`src/hdl/rcarm_pkg.sv`:
```
// Shared types, constants and helper functions of the stick command receiver.
package rcarm_pkg;

  // Configuration port geometry.
  localparam int unsigned ADDR_W = 5;
  localparam int unsigned DATA_W = 32;

  // Divider geometry of a scaling lane: a 25-bit dividend, a 9-bit divisor, a 16-bit quotient.
  localparam int unsigned QUOT_W            = 16;
  localparam int unsigned REM_W             = 9;
  localparam int unsigned PROD_W            = QUOT_W + REM_W;
  localparam int unsigned DIV_STEPS_DEFAULT = 4;

  // Packet and channel constants.
  localparam logic [23:0] HEADER_OK = 24'h3C4D24;  // '$','M','<' with byte 0 in the low bits
  localparam logic [10:0] CH_CENTER = 11'd1500;
  localparam logic [10:0] CH_MIN    = 11'd1000;
  localparam logic [10:0] CH_MAX    = 11'd2000;
  localparam logic [9:0]  CH_SPAN   = 10'd500;

  typedef enum logic [2:0] {
    REG_CODE_SET_CHANNELS = 3'd0,
    REG_CODE_ARM          = 3'd1,
    REG_CODE_DISARM       = 3'd2,
    REG_CODE_CALIBRATE    = 3'd3,
    REG_YAW_DEADBAND      = 3'd4,
    REG_TILT_DEADBAND     = 3'd5,
    REG_YAW_RATE_GAIN     = 3'd6,
    REG_TILT_ANGLE_GAIN   = 3'd7
  } reg_idx_t;

  typedef enum logic [1:0] {
    ARM_DISARMED   = 2'd0,
    ARM_REQ_ARM    = 2'd1,
    ARM_REQ_DISARM = 2'd2,
    ARM_ARMED      = 2'd3
  } arm_state_t;

  typedef enum logic [1:0] {
    SEQ_IDLE,
    SEQ_DIV,
    SEQ_DONE
  } seq_state_t;

  typedef struct packed {
    logic [7:0]  code_set_channels;
    logic [7:0]  code_arm;
    logic [7:0]  code_disarm;
    logic [7:0]  code_calibrate;
    logic [8:0]  yaw_deadband;
    logic [8:0]  tilt_deadband;
    logic [15:0] yaw_rate_gain;
    logic [15:0] tilt_angle_gain;
  } cfg_t;

  // Sequencer commands to the scaling lanes.
  typedef struct packed {
    logic load;
    logic step;
  } lane_ctl_t;

  // Per-transaction fields that do not pass through a lane.
  typedef struct packed {
    logic [9:0] throttle_out;
    logic       armed;
    logic       disarm_pulse;
    logic       calibrate_pulse;
  } meta_t;

  function automatic logic [10:0] clamp_ch(input logic [15:0] v);
    logic [10:0] r;
    if (v < 16'(CH_MIN)) begin
      r = CH_MIN;
    end else if (v > 16'(CH_MAX)) begin
      r = CH_MAX;
    end else begin
      r = v[10:0];
    end
    return r;
  endfunction

endpackage

```
`src/hdl/rcarm_ifs.sv`:
```
// Valid/ready channel interfaces for the command items and the result items.
interface rcarm_item_if;
  logic        valid;
  logic        ready;
  logic        operation;
  logic [23:0] header_bytes;
  logic [7:0]  command_byte;
  logic [15:0] throttle_raw;
  logic [15:0] yaw_raw;
  logic [15:0] pitch_raw;
  logic [15:0] roll_raw;
  logic        imu_ok;
  logic        battery_alarm;
  logic        landing_mode;

  modport source (
    output valid, operation, header_bytes, command_byte, throttle_raw, yaw_raw,
           pitch_raw, roll_raw, imu_ok, battery_alarm, landing_mode,
    input  ready
  );
  modport sink (
    input  valid, operation, header_bytes, command_byte, throttle_raw, yaw_raw,
           pitch_raw, roll_raw, imu_ok, battery_alarm, landing_mode,
    output ready
  );
endinterface

interface rcarm_result_if;
  logic               valid;
  logic               ready;
  logic [9:0]         throttle_out;
  logic signed [16:0] yaw_out;
  logic signed [16:0] pitch_out;
  logic signed [16:0] roll_out;
  logic               armed;
  logic               disarm_pulse;
  logic               calibrate_pulse;

  modport source (
    output valid, throttle_out, yaw_out, pitch_out, roll_out, armed, disarm_pulse,
           calibrate_pulse,
    input  ready
  );
  modport sink (
    input  valid, throttle_out, yaw_out, pitch_out, roll_out, armed, disarm_pulse,
           calibrate_pulse,
    output ready
  );
endinterface

```
`src/hdl/rcarm_cfg.sv`:
```
// APB-style configuration register file.
module rcarm_cfg (
  input  logic                         clk,
  input  logic                         rst,
  input  logic                         psel,
  input  logic                         penable,
  input  logic                         pwrite,
  input  logic [rcarm_pkg::ADDR_W-1:0] paddr,
  input  logic [rcarm_pkg::DATA_W-1:0] pwdata,
  output logic [rcarm_pkg::DATA_W-1:0] prdata,
  output logic                         pready,
  output rcarm_pkg::cfg_t              cfg
);

  rcarm_pkg::reg_idx_t idx;

  assign idx    = rcarm_pkg::reg_idx_t'(paddr[rcarm_pkg::ADDR_W-1:2]);
  assign pready = 1'b1;

  always_ff @(posedge clk) begin
    if (rst) begin
      cfg.code_set_channels <= 8'd200;
      cfg.code_arm          <= 8'd201;
      cfg.code_disarm       <= 8'd202;
      cfg.code_calibrate    <= 8'd205;
      cfg.yaw_deadband      <= 9'd50;
      cfg.tilt_deadband     <= 9'd50;
      cfg.yaw_rate_gain     <= 16'd25600;
      cfg.tilt_angle_gain   <= 16'd7680;
    end else if (psel && penable && pwrite) begin
      unique case (idx)
        rcarm_pkg::REG_CODE_SET_CHANNELS: cfg.code_set_channels <= pwdata[7:0];
        rcarm_pkg::REG_CODE_ARM:          cfg.code_arm          <= pwdata[7:0];
        rcarm_pkg::REG_CODE_DISARM:       cfg.code_disarm       <= pwdata[7:0];
        rcarm_pkg::REG_CODE_CALIBRATE:    cfg.code_calibrate    <= pwdata[7:0];
        rcarm_pkg::REG_YAW_DEADBAND:      cfg.yaw_deadband      <= pwdata[8:0];
        rcarm_pkg::REG_TILT_DEADBAND:     cfg.tilt_deadband     <= pwdata[8:0];
        rcarm_pkg::REG_YAW_RATE_GAIN:     cfg.yaw_rate_gain     <= pwdata[15:0];
        rcarm_pkg::REG_TILT_ANGLE_GAIN:   cfg.tilt_angle_gain   <= pwdata[15:0];
        default: ;
      endcase
    end
  end

  always_comb begin
    unique case (idx)
      rcarm_pkg::REG_CODE_SET_CHANNELS: prdata = 32'(cfg.code_set_channels);
      rcarm_pkg::REG_CODE_ARM:          prdata = 32'(cfg.code_arm);
      rcarm_pkg::REG_CODE_DISARM:       prdata = 32'(cfg.code_disarm);
      rcarm_pkg::REG_CODE_CALIBRATE:    prdata = 32'(cfg.code_calibrate);
      rcarm_pkg::REG_YAW_DEADBAND:      prdata = 32'(cfg.yaw_deadband);
      rcarm_pkg::REG_TILT_DEADBAND:     prdata = 32'(cfg.tilt_deadband);
      rcarm_pkg::REG_YAW_RATE_GAIN:     prdata = 32'(cfg.yaw_rate_gain);
      rcarm_pkg::REG_TILT_ANGLE_GAIN:   prdata = 32'(cfg.tilt_angle_gain);
      default:                          prdata = '0;
    endcase
  end

endmodule

```
`src/hdl/rcarm_lane.sv`:
```
// One stick axis lane: clamp, deadband removal, gain multiply and iterative divide.
module rcarm_lane #(
  parameter int unsigned DIV_STEPS = rcarm_pkg::DIV_STEPS_DEFAULT
) (
  input  logic                 clk,
  input  rcarm_pkg::lane_ctl_t ctl,
  input  logic [15:0]          channel,
  input  logic [8:0]           deadband,
  input  logic [15:0]          gain,
  output logic signed [16:0]   value
);

  localparam int unsigned QW = rcarm_pkg::QUOT_W;
  localparam int unsigned RW = rcarm_pkg::REM_W;
  localparam int unsigned PW = rcarm_pkg::PROD_W;

  logic [10:0]   clamped;
  logic          neg;
  logic [RW-1:0] mag;
  logic          zero;
  logic [RW-1:0] diff;
  logic [PW-1:0] prod;
  logic [RW-1:0] divisor_init;

  // Divider state: remainder, and the dividend bits being replaced by quotient bits.
  logic [RW-1:0] rem;
  logic [QW-1:0] dq;
  logic [RW-1:0] divisor;
  logic          neg_r;
  logic          zero_r;
  logic [RW-1:0] rem_next;
  logic [QW-1:0] dq_next;
  logic [QW:0]   q_ext;

  always_comb begin
    clamped = rcarm_pkg::clamp_ch(channel);
    neg     = clamped < rcarm_pkg::CH_CENTER;
    mag     = neg ? RW'(rcarm_pkg::CH_CENTER - clamped) : RW'(clamped - rcarm_pkg::CH_CENTER);
    zero    = ({1'b0, deadband} >= rcarm_pkg::CH_SPAN) || (mag <= deadband);
    diff    = zero ? '0 : mag - deadband;
    prod    = PW'(diff) * PW'(gain);
    divisor_init = zero ? RW'(1) : RW'(rcarm_pkg::CH_SPAN - {1'b0, deadband});
  end

  // Restoring division, DIV_STEPS quotient bits per cycle. The quotient never
  // exceeds the gain, so the upper product bits already sit below the divisor.
  always_comb begin
    logic [RW:0] trial;
    logic        ge;
    rem_next = rem;
    dq_next  = dq;
    for (int k = 0; k < DIV_STEPS; k++) begin
      trial    = {rem_next, dq_next[QW-1]};
      ge       = trial >= {1'b0, divisor};
      rem_next = ge ? RW'(trial - {1'b0, divisor}) : trial[RW-1:0];
      dq_next  = {dq_next[QW-2:0], ge};
    end
  end

  always_ff @(posedge clk) begin
    if (ctl.load) begin
      rem     <= prod[PW-1:QW];
      dq      <= prod[QW-1:0];
      divisor <= divisor_init;
      neg_r   <= neg;
      zero_r  <= zero;
    end else if (ctl.step) begin
      rem <= rem_next;
      dq  <= dq_next;
    end
  end

  assign q_ext = {1'b0, dq};
  assign value = zero_r ? '0 : (neg_r ? $signed(17'(-q_ext)) : $signed(q_ext));

endmodule

```
`src/hdl/rcarm_merge.sv`:
```
// Merging stage: gathers lane results and side fields into the output register.
module rcarm_merge (
  input  logic                  clk,
  input  logic                  rst,
  input  logic                  load,
  input  rcarm_pkg::meta_t      meta,
  input  logic signed [16:0]    yaw,
  input  logic signed [16:0]    pitch,
  input  logic signed [16:0]    roll,
  output logic                  free,
  rcarm_result_if.source        result
);

  logic valid;

  always_ff @(posedge clk) begin
    if (rst) begin
      valid <= 1'b0;
    end else if (load) begin
      valid <= 1'b1;
    end else if (result.ready) begin
      valid <= 1'b0;
    end
  end

  always_ff @(posedge clk) begin
    if (load) begin
      result.throttle_out    <= meta.throttle_out;
      result.yaw_out         <= yaw;
      result.pitch_out       <= pitch;
      result.roll_out        <= roll;
      result.armed           <= meta.armed;
      result.disarm_pulse    <= meta.disarm_pulse;
      result.calibrate_pulse <= meta.calibrate_pulse;
    end
  end

  assign result.valid = valid;
  assign free         = !valid || result.ready;

endmodule

```
`src/hdl/rc_command_receiver_arming_top.sv`:
```
// Top level of the stick command receiver with arming logic.
// Usage: command items arrive on the item channel (valid/ready); each one is
// either a received packet or a periodic process tick. Every accepted
// transaction yields exactly one transaction on the result channel. The
// packet's state effect (stick channels, arm request, calibration pulse) and
// the tick's effect (landing override, clamp write-back, arm resolution) are
// applied at the edge that accepts the item.
// Three scaling lanes (yaw, pitch, roll) then run in parallel; each does a
// restoring divide by (500 - deadband) with DIV_STEPS quotient bits a cycle,
// and the merging stage loads the output register.
// A new item is not taken while the lanes are dividing; the next item is
// taken in the same cycle as the result is loaded into the output register.
// A result waiting in the output register does not block a new item; only
// when the lanes finish while the old result is still untaken does the block
// hold its result and keep item.ready low until the receiver takes the old one.
// Reset (rst, synchronous) restores register defaults, all channels to 1500
// and the arm state to disarmed, and empties the output register.
// Configuration is an APB-style port, one register per 32-bit word.
module rc_command_receiver_arming_top #(
  parameter int unsigned DIV_STEPS = rcarm_pkg::DIV_STEPS_DEFAULT
) (
  input  logic                         clk,
  input  logic                         rst,
  rcarm_item_if.sink                   item,
  rcarm_result_if.source               result,
  input  logic                         psel,
  input  logic                         penable,
  input  logic                         pwrite,
  input  logic [rcarm_pkg::ADDR_W-1:0] paddr,
  input  logic [rcarm_pkg::DATA_W-1:0] pwdata,
  output logic [rcarm_pkg::DATA_W-1:0] prdata,
  output logic                         pready
);

  localparam int unsigned DIV_CYCLES = rcarm_pkg::QUOT_W / DIV_STEPS;
  localparam int unsigned CNT_W      = (DIV_CYCLES > 1) ? $clog2(DIV_CYCLES) : 1;

  rcarm_pkg::cfg_t cfg;

  rcarm_cfg u_cfg (
    .clk     (clk),
    .rst     (rst),
    .psel    (psel),
    .penable (penable),
    .pwrite  (pwrite),
    .paddr   (paddr),
    .pwdata  (pwdata),
    .prdata  (prdata),
    .pready  (pready),
    .cfg     (cfg)
  );

  // Architectural state: throttle, yaw, pitch, roll and the arm state.
  logic [15:0]           channels      [4];
  logic [15:0]           channels_next [4];
  rcarm_pkg::arm_state_t arm_state;
  rcarm_pkg::arm_state_t arm_state_next;
  rcarm_pkg::meta_t      meta;
  rcarm_pkg::meta_t      meta_next;

  logic accept;
  assign accept = item.valid && item.ready;

  // State update of one transaction, as seen at the accepting edge.
  always_comb begin
    logic       header_ok;
    logic       cal;
    logic       dis;
    logic [7:0] cmd;
    header_ok      = item.header_bytes == rcarm_pkg::HEADER_OK;
    cmd            = item.command_byte;
    cal            = 1'b0;
    dis            = 1'b0;
    arm_state_next = arm_state;
    for (int i = 0; i < 4; i++) begin
      channels_next[i] = channels[i];
    end
    if (!item.operation) begin
      if (header_ok) begin
        // Equal codes resolve in the order set, arm, disarm, calibrate.
        priority if (cmd == cfg.code_set_channels) begin
          channels_next[0] = item.throttle_raw;
          channels_next[1] = item.yaw_raw;
          channels_next[2] = item.pitch_raw;
          channels_next[3] = item.roll_raw;
        end else if (cmd == cfg.code_arm) begin
          arm_state_next = rcarm_pkg::ARM_REQ_ARM;
        end else if (cmd == cfg.code_disarm) begin
          arm_state_next = rcarm_pkg::ARM_REQ_DISARM;
        end else if (cmd == cfg.code_calibrate) begin
          cal = 1'b1;
        end
      end
    end else begin
      for (int i = 0; i < 4; i++) begin
        channels_next[i] = item.landing_mode ? 16'(rcarm_pkg::CH_CENTER)
                                             : 16'(rcarm_pkg::clamp_ch(channels[i]));
      end
      unique case (arm_state)
        rcarm_pkg::ARM_REQ_ARM: begin
          arm_state_next = (item.imu_ok && !item.battery_alarm) ? rcarm_pkg::ARM_ARMED
                                                                : rcarm_pkg::ARM_DISARMED;
        end
        rcarm_pkg::ARM_REQ_DISARM: begin
          arm_state_next = rcarm_pkg::ARM_DISARMED;
          dis            = 1'b1;
        end
        default: ;
      endcase
    end
    meta_next.throttle_out    = 10'(rcarm_pkg::clamp_ch(channels_next[0]) - rcarm_pkg::CH_MIN);
    meta_next.armed           = arm_state_next == rcarm_pkg::ARM_ARMED;
    meta_next.disarm_pulse    = dis;
    meta_next.calibrate_pulse = cal;
  end

  always_ff @(posedge clk) begin
    if (rst) begin
      for (int i = 0; i < 4; i++) begin
        channels[i] <= 16'(rcarm_pkg::CH_CENTER);
      end
      arm_state <= rcarm_pkg::ARM_DISARMED;
    end else if (accept) begin
      for (int i = 0; i < 4; i++) begin
        channels[i] <= channels_next[i];
      end
      arm_state <= arm_state_next;
    end
  end

  always_ff @(posedge clk) begin
    if (accept) begin
      meta <= meta_next;
    end
  end

  // Sequencer: lanes load on acceptance, step through the divide, then the
  // merging stage takes their values.
  rcarm_pkg::seq_state_t seq_state;
  rcarm_pkg::seq_state_t seq_state_next;
  logic [CNT_W-1:0]      cnt;
  logic [CNT_W-1:0]      cnt_next;
  rcarm_pkg::lane_ctl_t  lane_ctl;
  logic                  out_free;
  logic                  merge_load;
  logic                  ready_int;

  always_ff @(posedge clk) begin
    if (rst) begin
      seq_state <= rcarm_pkg::SEQ_IDLE;
      cnt       <= '0;
    end else begin
      seq_state <= seq_state_next;
      cnt       <= cnt_next;
    end
  end

  always_comb begin
    seq_state_next = seq_state;
    cnt_next       = cnt;
    merge_load     = 1'b0;
    ready_int      = 1'b0;
    unique case (seq_state)
      rcarm_pkg::SEQ_IDLE: begin
        ready_int = 1'b1;
      end
      rcarm_pkg::SEQ_DIV: begin
        cnt_next = cnt + CNT_W'(1);
        if (cnt == CNT_W'(DIV_CYCLES - 1)) begin
          cnt_next       = '0;
          seq_state_next = rcarm_pkg::SEQ_DONE;
        end
      end
      rcarm_pkg::SEQ_DONE: begin
        if (out_free) begin
          merge_load     = 1'b1;
          ready_int      = 1'b1;
          seq_state_next = rcarm_pkg::SEQ_IDLE;
        end
      end
      default: begin
        seq_state_next = rcarm_pkg::SEQ_IDLE;
      end
    endcase
    if (accept) begin
      seq_state_next = rcarm_pkg::SEQ_DIV;
      cnt_next       = '0;
    end
    lane_ctl.load = accept;
    lane_ctl.step = seq_state == rcarm_pkg::SEQ_DIV;
  end

  assign item.ready = ready_int;

  logic signed [16:0] yaw_val;
  logic signed [16:0] pitch_val;
  logic signed [16:0] roll_val;

  rcarm_lane #(.DIV_STEPS(DIV_STEPS)) u_lane_yaw (
    .clk      (clk),
    .ctl      (lane_ctl),
    .channel  (channels_next[1]),
    .deadband (cfg.yaw_deadband),
    .gain     (cfg.yaw_rate_gain),
    .value    (yaw_val)
  );

  rcarm_lane #(.DIV_STEPS(DIV_STEPS)) u_lane_pitch (
    .clk      (clk),
    .ctl      (lane_ctl),
    .channel  (channels_next[2]),
    .deadband (cfg.tilt_deadband),
    .gain     (cfg.tilt_angle_gain),
    .value    (pitch_val)
  );

  rcarm_lane #(.DIV_STEPS(DIV_STEPS)) u_lane_roll (
    .clk      (clk),
    .ctl      (lane_ctl),
    .channel  (channels_next[3]),
    .deadband (cfg.tilt_deadband),
    .gain     (cfg.tilt_angle_gain),
    .value    (roll_val)
  );

  rcarm_merge u_merge (
    .clk    (clk),
    .rst    (rst),
    .load   (merge_load),
    .meta   (meta),
    .yaw    (yaw_val),
    .pitch  (pitch_val),
    .roll   (roll_val),
    .free   (out_free),
    .result (result)
  );

  // A tick always resolves a pending request.
  a_tick_resolves: assert property (@(posedge clk) disable iff (rst)
    $past(accept && item.operation) |->
      (arm_state == rcarm_pkg::ARM_DISARMED || arm_state == rcarm_pkg::ARM_ARMED))
    else $error("arm request left pending after a tick");

  // The disarm pulse comes only with a disarmed state.
  a_disarm_not_armed: assert property (@(posedge clk) disable iff (rst)
    result.valid |-> !(result.disarm_pulse && result.armed))
    else $error("disarm pulse reported while armed");

  // A result never carries both the disarm pulse and the calibrate pulse.
  a_pulses_exclusive: assert property (@(posedge clk) disable iff (rst)
    result.valid |-> !(result.disarm_pulse && result.calibrate_pulse))
    else $error("disarm and calibrate pulses in one result");

  // No item enters while the lanes are still dividing.
  a_no_accept_busy: assert property (@(posedge clk) disable iff (rst)
    (seq_state == rcarm_pkg::SEQ_DIV) |-> !item.ready)
    else $error("item accepted while lanes busy");

endmodule
```
`src/flat_wrapper.sv`:
```
// flat-port wrapper written by rule: the top's interface ports become plain ports
module rc_command_receiver_arming_top_flat 
#(
  parameter int unsigned DIV_STEPS = rcarm_pkg::DIV_STEPS_DEFAULT
)
  (clk, rst, psel, penable, pwrite, paddr, pwdata, prdata, pready, item_valid, item_operation, item_header_bytes, item_command_byte, item_throttle_raw, item_yaw_raw, item_pitch_raw, item_roll_raw, item_imu_ok, item_battery_alarm, item_landing_mode, item_ready, result_valid, result_throttle_out, result_yaw_out, result_pitch_out, result_roll_out, result_armed, result_disarm_pulse, result_calibrate_pulse, result_ready);
  rcarm_item_if item_i ();
  rcarm_result_if result_i ();
  input  logic clk;
  input  logic rst;
  input  logic psel;
  input  logic penable;
  input  logic pwrite;
  input  logic [rcarm_pkg::ADDR_W-1:0] paddr;
  input  logic [rcarm_pkg::DATA_W-1:0] pwdata;
  output logic [rcarm_pkg::DATA_W-1:0] prdata;
  output logic pready;
  input wire logic [$bits(item_i.valid)-1:0] item_valid;
  input wire logic [$bits(item_i.operation)-1:0] item_operation;
  input wire logic [$bits(item_i.header_bytes)-1:0] item_header_bytes;
  input wire logic [$bits(item_i.command_byte)-1:0] item_command_byte;
  input wire logic [$bits(item_i.throttle_raw)-1:0] item_throttle_raw;
  input wire logic [$bits(item_i.yaw_raw)-1:0] item_yaw_raw;
  input wire logic [$bits(item_i.pitch_raw)-1:0] item_pitch_raw;
  input wire logic [$bits(item_i.roll_raw)-1:0] item_roll_raw;
  input wire logic [$bits(item_i.imu_ok)-1:0] item_imu_ok;
  input wire logic [$bits(item_i.battery_alarm)-1:0] item_battery_alarm;
  input wire logic [$bits(item_i.landing_mode)-1:0] item_landing_mode;
  output wire logic [$bits(item_i.ready)-1:0] item_ready;
  output wire logic [$bits(result_i.valid)-1:0] result_valid;
  output wire logic [$bits(result_i.throttle_out)-1:0] result_throttle_out;
  output wire logic [$bits(result_i.yaw_out)-1:0] result_yaw_out;
  output wire logic [$bits(result_i.pitch_out)-1:0] result_pitch_out;
  output wire logic [$bits(result_i.roll_out)-1:0] result_roll_out;
  output wire logic [$bits(result_i.armed)-1:0] result_armed;
  output wire logic [$bits(result_i.disarm_pulse)-1:0] result_disarm_pulse;
  output wire logic [$bits(result_i.calibrate_pulse)-1:0] result_calibrate_pulse;
  input wire logic [$bits(result_i.ready)-1:0] result_ready;
  assign item_i.valid = item_valid;
  assign item_i.operation = item_operation;
  assign item_i.header_bytes = item_header_bytes;
  assign item_i.command_byte = item_command_byte;
  assign item_i.throttle_raw = item_throttle_raw;
  assign item_i.yaw_raw = item_yaw_raw;
  assign item_i.pitch_raw = item_pitch_raw;
  assign item_i.roll_raw = item_roll_raw;
  assign item_i.imu_ok = item_imu_ok;
  assign item_i.battery_alarm = item_battery_alarm;
  assign item_i.landing_mode = item_landing_mode;
  assign item_ready = item_i.ready;
  assign result_valid = result_i.valid;
  assign result_throttle_out = result_i.throttle_out;
  assign result_yaw_out = result_i.yaw_out;
  assign result_pitch_out = result_i.pitch_out;
  assign result_roll_out = result_i.roll_out;
  assign result_armed = result_i.armed;
  assign result_disarm_pulse = result_i.disarm_pulse;
  assign result_calibrate_pulse = result_i.calibrate_pulse;
  assign result_i.ready = result_ready;
  rc_command_receiver_arming_top #(.DIV_STEPS(DIV_STEPS)) u_core (.clk(clk), .rst(rst), .item(item_i), .result(result_i), .psel(psel), .penable(penable), .pwrite(pwrite), .paddr(paddr), .pwdata(pwdata), .prdata(prdata), .pready(pready));
endmodule
```
`config.mk`:
```
export PLATFORM = sky130hd
export DESIGN_NAME = rc_command_receiver_arming_top_flat
export DESIGN_NICKNAME = d
export VERILOG_FILES = /design/src/hdl/rcarm_pkg.sv /design/src/hdl/rcarm_ifs.sv /design/src/hdl/rcarm_cfg.sv /design/src/hdl/rcarm_lane.sv /design/src/hdl/rcarm_merge.sv /design/src/hdl/rc_command_receiver_arming_top.sv /design/src/flat_wrapper.sv
export SDC_FILE = /design/constraint.sdc
export NUM_CORES = 2
export LEC_CHECK = 0
export ABC_CLOCK_PERIOD_IN_PS = 26100
export BUFFER_PORTS_ARGS = -buffer_cell sky130_fd_sc_hd__buf_4
export CAP_MARGIN = 20
export CORE_UTILIZATION = 26
export CTS_BUF_LIST = sky130_fd_sc_hd__clkbuf_4 sky130_fd_sc_hd__clkbuf_8
export CTS_CLUSTER_DIAMETER = 120
export CTS_CLUSTER_SIZE = 30
export DETAILED_ROUTE_END_ITERATION = 8
export GPL_ROUTABILITY_DRIVEN = 1
export PLACE_DENSITY_LB_ADDON = 0.08
export SLEW_MARGIN = 20
export SYNTH_ARGS = -nofsm -noshare
export SYNTH_HDL_FRONTEND = slang
export SYNTH_SLANG_ARGS = --single-unit
```
`constraint.sdc`:
```
create_clock -name clk -period 26.1 [get_ports clk]
set_clock_uncertainty 0.15 [all_clocks]
set_input_delay 5.22 -clock clk [delete_from_list [all_inputs] [get_ports clk]]
set_output_delay 5.22 -clock clk [all_outputs]
set_load 0.02 [all_outputs]
```
==> results.ini <==
[drt]
drtPass1Iterations=5
num_vias=30700
drc=0
drtIter0Drc=1756
drt_wl_total_um=125000
via_per_inst=4.74
ant_nets=0
wl_per_cell_um=19.3

[setup_path]
worstPathMaxFanout=42
timing_worst_setup_path_type=input port to register
slowest_stage=o21ai_2
crit_top_cell=o21ai_0
end_kind=register
worstPathRequired_ps=26390
cpPeakStageDelay_ps=770
crit_arrival_ps=17390
start_kind=input port

[synthesis]
synth_area_um2=38900
yosys-top-cells-area=edfxtp_1 (19%), fa_1 (16%), ha_1 (9.2%)
ys_ff_latch=338
synth_edf_count=249
synth_fa_ha_area_share_pct=25.2
synth_top_area_share_pct=19.2
synth_compound_area_share_pct=13.4
yosys-top-cells-count=inv_1 (552), nand2_1 (535), nor2_1 (334)
ys.flop_type=edfxtp_1
synthSimpleGateAreaFrac_pct=19.7
yosysTopAreaCell=edfxtp_1
ys_seq_area_share_pct=23.8
synth.distinct_cells=110
ys_warn_count=0
synth_top_family_by_area=adder cells
synthArstFlopShare_pct=0
synthMuxAreaShare_pct=4.50
syn_avg_cell_area_um2=8.74
syn-instance-count=4447
synthXorXnorAreaFrac_pct=5.50
synth_most_common_cell=inv_1

[floorplan]
num_rows=141
fp.dieH_um=389
core_area_um2=148000
die_w_um=389
initial_utilization_pct=26.3
io_pins=243
dieArea_um2=151000

[timing]
worst_pin_slew_ps=1120
setup_slack_ps=9000
fin_tns_setup_ps=0
rsz0062_at_grt=false
hold_viol=0
relSlewSlack_pct=25.3
setup_viol=0
whs_ps=279
max_freq_mhz=58.5
report.final.slew_viol_count=0
layout_worst_path_cycle_share_pct=65.5
finalCriticalPeriod_ps=17100

[layout]
final_util_pct=29.1
drive_gt1_share_pct=9.73
fill_cells=15900
area_delta_synth_final_pct=10.9
register_area_um2=9260
fin_nets=5279
multi_input_area_um2=26700

[clock_network]
cts_buffers=22
root_buffer=clkbuf_8
clock_sinks=338
htree_levels=1
tritoncts=done
cts.hold.buffers_added=0
cts_setup_buffers=0
ctsResizeCount=0
clkTransAtPathRegs_ps=140
clk_latency_ps=720
clk_path_buf_depth=3

[place]
portBuffers=207
gp_congestion=0.804
place_ws_ps=8130
hpwl_um=99900

[run_status]
status=finished clean

[global_route]
grt_max_degree=66
grt_pass1_wl_um=193000
grt-ovfl-total=0
grt_pass1_vias=30900
grt_util_all_layers_pct=16.4
antenna_found_initial=12

[worst_hold_path]
min_path_type=register to register

[run]
cap_violations=0

routing by layer:
metal  global-route usage (%)  vias up  part of all wire [%]
met1                     25.1    14900                    52
met2                     24.7      569                    42
met5                        0        -                 0.046
met3                     1.95       80                   4.1
li1                         -    15100                     -
met4                     2.62       10                   1.6
cell usage in the layout (no fill, tap or decap), types with 69 or more instances in the layout:
cell and instances:
a21o_1 70, nor2b_1 69, and2_1 275, a21oi_1 216
buf_4 274, fa_1 312, xnor2_1 147, mux2i_1 104
inv_1 551, nand2_1 533, ha_1 285, edfxtp_1 249
nor2_1 329, o21ai_0 164, dfxtp_1 89, xor2_1 84
state kept, by name, summed over array words and instances, names as in the netlist, 9 cells and up:
register	count
u_core.u_lane_pitch.rem	9
u_core.u_merge.result.throttle_out	10
u_core.u_lane_roll.divisor	9
u_core.u_merge.result.pitch_out	17
u_core.u_lane_pitch.dq	16
u_core.u_lane_roll.rem	9
u_core.u_lane_yaw.rem	9
u_core.u_lane_yaw.dq	16
u_core.u_merge.result.roll_out	17
u_core.u_lane_pitch.divisor	9
u_core.channels	64
u_core.u_cfg.cfg	82
u_core.u_merge.result.yaw_out	17
u_core.meta	13
u_core.u_lane_yaw.divisor	9
u_core.u_lane_roll.dq	16
metrics by stage:
step | instances | instance area [um2]
after floorplan | 4462 | 38900
after global placement | 6443 | 42500
after detailed placement | 6443 | 42500
after CTS | 6483 | 43100
after global routing | 6486 | 43100
final | 6487 | 43100
logic make-up after synthesis:
group                      after synthesis
AOI/OAI and AO/OA                      779
xor gates and xnor gates               238
adders and majority gates              597
buffers and inverters                  777
DFF                                    338
muxes                                  158
other                                    2
and+or+nand+nor                       1558
layout make-up:
class                   count  area share, %
repair buffers            274           4.77
inverters                 555           4.84
clock buffers              24          0.752
multi-input cells        3347           61.9
well taps                1930           5.60
clock inverters            16          0.606
flip-flops and latches    338           21.5
diodes                      3         0.0174
worst paths after layout:
| check | from | to | cells after the start | slack (ps) |
|---|---|---|---|---|
| worst max-delay path | item_header_bytes[4] | u_core.u_lane_roll.rem[7] | 43 | 9000 |
| worst min-delay path | u_core.meta[2] | u_core.u_merge.result.armed | 0 | 280 |
| worst max register to register | u_core.u_cfg.cfg[80] | u_core.u_lane_roll.rem[7] | 42 | 13290 |
| worst min register to register | u_core.meta[2] | u_core.u_merge.result.armed | 0 | 280 |
worst max-delay path: cells and delay by family:
| family | cells | cell delay, ps |
|---|---|---|
| simple gates | 10 | 2960 |
| buf+inv | 7 | 1120 |
| fa+ha+maj | 6 | 2580 |
| xor+xnor | 1 | 200 |
| compound gates | 16 | 4430 |
| mux | 3 | 780 |
Power is not shown: default switching activity piles up to over one toggle a cycle in this logic, so the estimate is an artifact.
